[config.mk]
export PLATFORM = sky130hd
export DESIGN_NAME = prbt_ctrl
export DESIGN_NICKNAME = d
export VERILOG_FILES = /design/src/rtl/prbt_pkg.sv /design/src/rtl/prbt_ctrl.sv
export SDC_FILE = /design/constraint.sdc
export NUM_CORES = 1
export LEC_CHECK = 0
export ABC_AREA = 1
export BUFFER_PORTS_ARGS = -buffer_cell sky130_fd_sc_hd__buf_2
export CORE_AREA = 2 2 39 41
export CTS_CLUSTER_DIAMETER = 50
export DETAILED_ROUTE_END_ITERATION = 7
export DIE_AREA = 0 0 41 43
export PLACE_DENSITY = 0.55
export RECOVER_POWER = 50
export SYNTH_ARGS = -nofsm -noshare
export SYNTH_HDL_FRONTEND = slang
export SYNTH_SLANG_ARGS = --single-unit
[constraint.sdc]
create_clock -name clk_i -period 1.1 [get_ports clk_i]
set_clock_uncertainty 0.05 [all_clocks]
set_input_delay 0 -clock clk_i [delete_from_list [all_inputs] [get_ports clk_i]]
set_output_delay 0 -clock clk_i [all_outputs]
set_load 0.02 [all_outputs]
[src/rtl/prbt_pkg.sv]
// Shared constants, codes and control/status types of the pre-alarm ring buffer tracker.
package prbt_pkg;

  localparam int NumChannels    = 4;
  localparam int KeyEntries     = 32;
  localparam int MaxBufferBytes = 16777216;

  localparam int ChW    = (NumChannels > 1) ? $clog2(NumChannels) : 1;
  localparam int KiW    = $clog2(KeyEntries);
  localparam int PosW   = $clog2(MaxBufferBytes) + 1;
  localparam int TimeW  = 32;
  localparam int WinW   = 16;
  localparam int CntW   = 21;
  localparam int OffW   = 24;
  localparam int LenW   = 25;
  localparam int MemAw  = ChW + KiW;
  localparam int MemDep = 2 ** MemAw;

  localparam logic [1:0] OpSave  = 2'd0;
  localparam logic [1:0] OpStart = 2'd1;
  localparam logic [1:0] OpGet   = 2'd2;

  typedef struct packed {
    logic load;
    logic save_commit;
    logic save2_commit;
    logic get_commit;
    logic rd_cur;
    logic cur_capture;
    logic live_commit;
    logic walk_first;
    logic walk_step;
    logic res_issue;
    logic res_commit;
  } cmd_t;

  typedef struct packed {
    logic [1:0] in_op;
    logic       in_ch_ok;
    logic       win_zero;
    logic       walk_done;
    logic       save_wrap;
    logic       out_ready;
  } sts_t;

  function automatic logic [KiW-1:0] ki_prev(input logic [KiW-1:0] i);
    return (i == '0) ? KiW'(KeyEntries - 1) : i - 1'b1;
  endfunction

  function automatic logic [KiW-1:0] ki_next(input logic [KiW-1:0] i);
    return (i == KiW'(KeyEntries - 1)) ? '0 : i + 1'b1;
  endfunction

endpackage

[src/rtl/prbt_ctrl.sv]
// Sequencing state machine of the pre-alarm ring buffer tracker.
module prbt_ctrl (
  input  logic           clk_i,
  input  logic           rst_ni,
  input  logic           in_valid_i,
  input  prbt_pkg::sts_t sts_i,
  output prbt_pkg::cmd_t cmd_o,
  output logic           busy_o
);

  localparam logic [2:0] SIdle  = 3'd0;
  localparam logic [2:0] SSave  = 3'd1;
  localparam logic [2:0] SSave2 = 3'd2;
  localparam logic [2:0] SGet   = 3'd3;
  localparam logic [2:0] SStRd  = 3'd4;
  localparam logic [2:0] SStCur = 3'd5;
  localparam logic [2:0] SWalk  = 3'd6;
  localparam logic [2:0] SRes   = 3'd7;

  logic [2:0] state_q, state_d;

  always_comb begin
    state_d = state_q;
    cmd_o   = '0;
    unique case (state_q)
      SIdle: begin
        if (in_valid_i) begin
          cmd_o.load = 1'b1;
          if (sts_i.in_ch_ok) begin
            priority if (sts_i.in_op == prbt_pkg::OpSave) begin
              state_d = SSave;
            end else if (sts_i.in_op == prbt_pkg::OpStart) begin
              state_d = SStRd;
            end else if (sts_i.in_op == prbt_pkg::OpGet) begin
              state_d = SGet;
            end else begin
              // drop unused opcodes
              state_d = SIdle;
            end
          end
        end
      end
      SSave: begin
        if (sts_i.out_ready) begin
          cmd_o.save_commit = 1'b1;
          state_d = sts_i.save_wrap ? SSave2 : SIdle;
        end
      end
      SSave2: begin
        if (sts_i.out_ready) begin
          cmd_o.save2_commit = 1'b1;
          state_d = SIdle;
        end
      end
      SGet: begin
        if (sts_i.out_ready) begin
          cmd_o.get_commit = 1'b1;
          state_d = SIdle;
        end
      end
      SStRd: begin
        cmd_o.rd_cur = 1'b1;
        state_d = SStCur;
      end
      SStCur: begin
        cmd_o.cur_capture = 1'b1;
        if (sts_i.win_zero) begin
          if (sts_i.out_ready) begin
            cmd_o.live_commit = 1'b1;
            state_d = SIdle;
          end
        end else begin
          cmd_o.walk_first = 1'b1;
          state_d = SWalk;
        end
      end
      SWalk: begin
        if (sts_i.walk_done) begin
          cmd_o.res_issue = 1'b1;
          state_d = SRes;
        end else begin
          cmd_o.walk_step = 1'b1;
        end
      end
      SRes: begin
        if (sts_i.out_ready) begin
          cmd_o.res_commit = 1'b1;
          state_d = SIdle;
        end
      end
      default: state_d = SIdle;
    endcase
  end

  always_ff @(posedge clk_i or negedge rst_ni) begin
    if (!rst_ni) begin
      state_q <= SIdle;
    end else begin
      state_q <= state_d;
    end
  end

  assign busy_o = (state_q != SIdle);

endmodule

* Word level (Yosys, flattened, before mapping)
Index checks and enable logic that the tools add are counted.
** Storage, ports and cells
- Input port bits :: 10
- Register bits :: 3
** Operators by class
- Multiplexer cells :: 25
- Reductions and logical operators :: 5
- Equality and inequality tests :: 13
** Operator list (number)
- $mux W3 :: 9
- $pmux W3 S6 :: 1
- $eq A3 B3 Y1 const B :: 4
- $mux W1 :: 12
- $ne A2 B2 Y1 const B :: 4
- $eq A3 B2 Y1 const B :: 2
- $mux W2 :: 3
- $reduce_and A4 Y1 :: 1
- $eq A3 B1 Y1 const B :: 1
- $logic_not A3 Y1 :: 1
- $reduce_bool A3 Y1 :: 1
- $reduce_or A3 Y1 :: 1
- $eq A2 B1 Y1 const B :: 1
- $eq A2 B2 Y1 const B :: 1
- $logic_not A2 Y1 :: 1

* Depth between registers and ports, before layout
- Word-level depth :: 7
- Mapped depth :: 8
- Mapped depth without buffers :: 7

* Least setup slack after synthesis
No wires, ideal clock.
- Kind :: register -> output
- Start point :: register state_q[2]
- End point :: output port cmd_o[10] (netlist bit)
- Path buffers :: 1
- Required time :: 1050 ps
- Data arrival time :: 1159 ps
- Stages on the path, launching flop included :: 5
- Slack :: -109 ps
- Cells stage by stage :: dfrtp_1 buf_6 nor3_2 inv_1 nor2_1
** RTL lines
- start, declared :: RTL line prbt_ctrl.sv:20 : logic [2:0] state_q, state_d;
- start signal, assigned :: RTL line prbt_ctrl.sv:97 : state_q <= SIdle;
- start signal, assigned :: RTL line prbt_ctrl.sv:99 : state_q <= state_d;
- end, declared :: RTL line prbt_ctrl.sv:7 : output prbt_pkg::cmd_t cmd_o,

==> metrics.txt <==
Critical Path Sink Type output pin; clock power share 11.4%; Async SR Flop Fraction 100.0%; setup ws final -162.4 ps; Top reg by flops state_q; Synth Flop Type dfrtp_1; number of synthesized flops with an enable pin 0; fillers 152; final routed DRC violation total 0; clock tree from TritonCTS done; Initial Utilization 27.12%; Synth area leader dfrtp_1; Num CTS Buffers 3; Core Rows 14; relative max-transition margin 84.67%; Syn Inst Count 62; flops & latches, synth 3; Largest register FFs 3; clock-pin slew on the worst setup and hold paths 40 ps; synthesized area per cell 6.054 µm²; sequential fraction of the synthesis area 20.00%; multi-input combinational cell area 274.0 µm²; Max VDD drop 1.221 mV; PortBufs 21; Int Power 0.8821 mW; unrepaired setup endpoints after global routing true; Vias 511; nets 111; area delta synth->final 93.00%; Setup TNS -1884 ps; Sequential Power Share 18.0%; Worst EP arrival 1210 ps; Combinational Power Share 70.6%; Vias/cell 4.405; element type at the critical path start register; Crit Path Max Fanout 6; Cell variety after synth 14; Min-Delay Path Class input port to register; initial DRC count 4; full die area 0.001763 mm²; Routed met1 length 447 µm; CTS H-tree depth 1; ANT cells 0; min Tclk post-route 1262 ps; R2R cell count 7; top cell type's share of synthesized area 20.00%; Hold Path Depth 4; CP required 1050 ps; grt total ovfl 0; largest net degree at the start of global routing 9; pre-CTS setup slack -157.9 ps; register area 78.83 µm²; LEAKAGE 0.3885 nW; I/O pin cnt 22; first-pass GRT wire length 1.642 mm; sw frac 46.93%; max layer used met3; Sw Pwr 0.7801 mW; Routed met2 length 526 µm; final hold vios 0; final worst path period share 114.8%; die width 41 µm; layout cells sized above 1 62.00%; Worst Tran Pin Value 230.0 ps; P per Cell Area 2294 mW/mm²; final setup violation count 15; Slew Limit Fails 0; Largest regs state_q (3); synth warn 0; CTS max path bufs 2; GP Congestion 0.8169; Synth area leaders dfrtp_1, nand2_1, inv_1; top cells by count, synth nand2_1, inv_1, nor2_1; Detail Placement HPWL 794.1 µm; critical path type register to output pin; mapped cell area 375.4 µm²; vias in the first global route 417; WL per Instance 9.009 µm; most common cell in the netlist nand2_1; clock sink count 3; Max Clk Rate 792.2 MHz; Detail Route Antenna Nets 0; Tot GR Track Use 13.02%; max cap viols 0; syn nets 72; DRT Pass-1 Iters 2; clock latency on the worst-skew pair 230 ps; status finished with violations; CORE AREA 0.001384 mm²; final WL 1.045 mm; Die Height 43 µm; Clock Tree Root clkbuf_4; Total Power 1.662 mW; number of antenna violations at the first check in global routing 0; met3 wire len 71 µm; failing checks negative setup slack
[cell families after synthesis]
family          synth area share [%]
compound gates                 2.667
buf+inv                        21.67
flops                          20.00
simple gates                   55.67
[path summary, 6_finish.rpt]
kind	endpoint	slack [ps]	start
min in group asynchronous	state_q[0]	50	rst_ni
max reg2reg	state_q[2]	-130	state_q[0]
max in group asynchronous	state_q[1]	790	rst_ni
min reg2reg	state_q[0]	700	state_q[0]
max	cmd_o[2]	-160	state_q[0]
min	state_q[0]	40	sts_i[0]
[layer usage]
| metal | vias up | track usage [%] |
|---|---|---|
| li1 | 270 | - |
| met1 | 223 | 18.30 |
| met2 | 18 | 19.69 |
| met3 | 0 | 3.665 |
| met4 | 0 | 2.000 |
| met5 | - | 0 |
[placed cells by master, fill, tap and decap left out]
| cell type | count |
|---|---|
| buf_2 | 8 |
| buf_4 | 22 |
| buf_6 | 5 |
| clkbuf_1 | 2 |
| clkbuf_4 | 3 |
| dfrtp_2 | 3 |
| dlygate4sd3_1 | 1 |
| inv_1 | 6 |
| inv_2 | 4 |
| inv_4 | 2 |
| nand2_1 | 15 |
| nand2_2 | 2 |
| nand3_1 | 5 |
| nand3_2 | 1 |
| nand3_4 | 1 |
| nand4_1 | 3 |
| nor2_1 | 4 |
| nor2_2 | 4 |
| nor2_4 | 1 |
| nor3_2 | 4 |
| nor3_4 | 2 |
| o21ai_0 | 2 |
[layout make-up]
cell class              count  area share, %
inverters                  12          6.908
multi-input cells          44          37.82
well taps                  16          2.763
flip-flops and latches      3          10.88
clock buffers               4          3.627
repair buffers             37          38.00
[critical path: stages, from the launching register on]
cell     delay [ps]
dfrtp_2         450
inv_2            80
nand4_1         130
buf_4           170
inv_2            40
buf_6           100
[stage by stage]
stage          utilization [%]  std cells  cell area [µm²]  hold slack (ps)
2_1_floorplan                -         62            392.9           -345.6
3_3_place_gp             38.25        102            529.3           -253.8
3_5_place_dp             38.25        102            529.3           -254.5
4_1_cts                  50.90        115            704.4            37.23
5_1_grt                  52.35        116            724.4            53.54
6_report                 52.35        116            724.4            42.88
[power groups by stage]
| stage | Clock (mW) | Sequential, mW | Combinational [mW] |
|---|---|---|---|
| floorplan | 0 | 0.180 | 0.719 |
| global placement | 0 | 0.283 | 0.805 |
| detailed placement | 0 | 0.287 | 0.805 |
| CTS | 0.195 | 0.300 | 1.13 |
| global route | 0.213 | 0.316 | 1.30 |
| finish | 0.189 | 0.299 | 1.17 |
[timing repair]
item / CTS / global route
pin swaps: 3 / 1
endpoints found under the hold margin: 3 / 0
hold buffers: 1 / 0
resized for setup: 29 / 4
setup buffers: 8 / 1
endpoints found under the setup margin: 15 / 15
No activity file was read; power rests on OpenSTA's default activity.
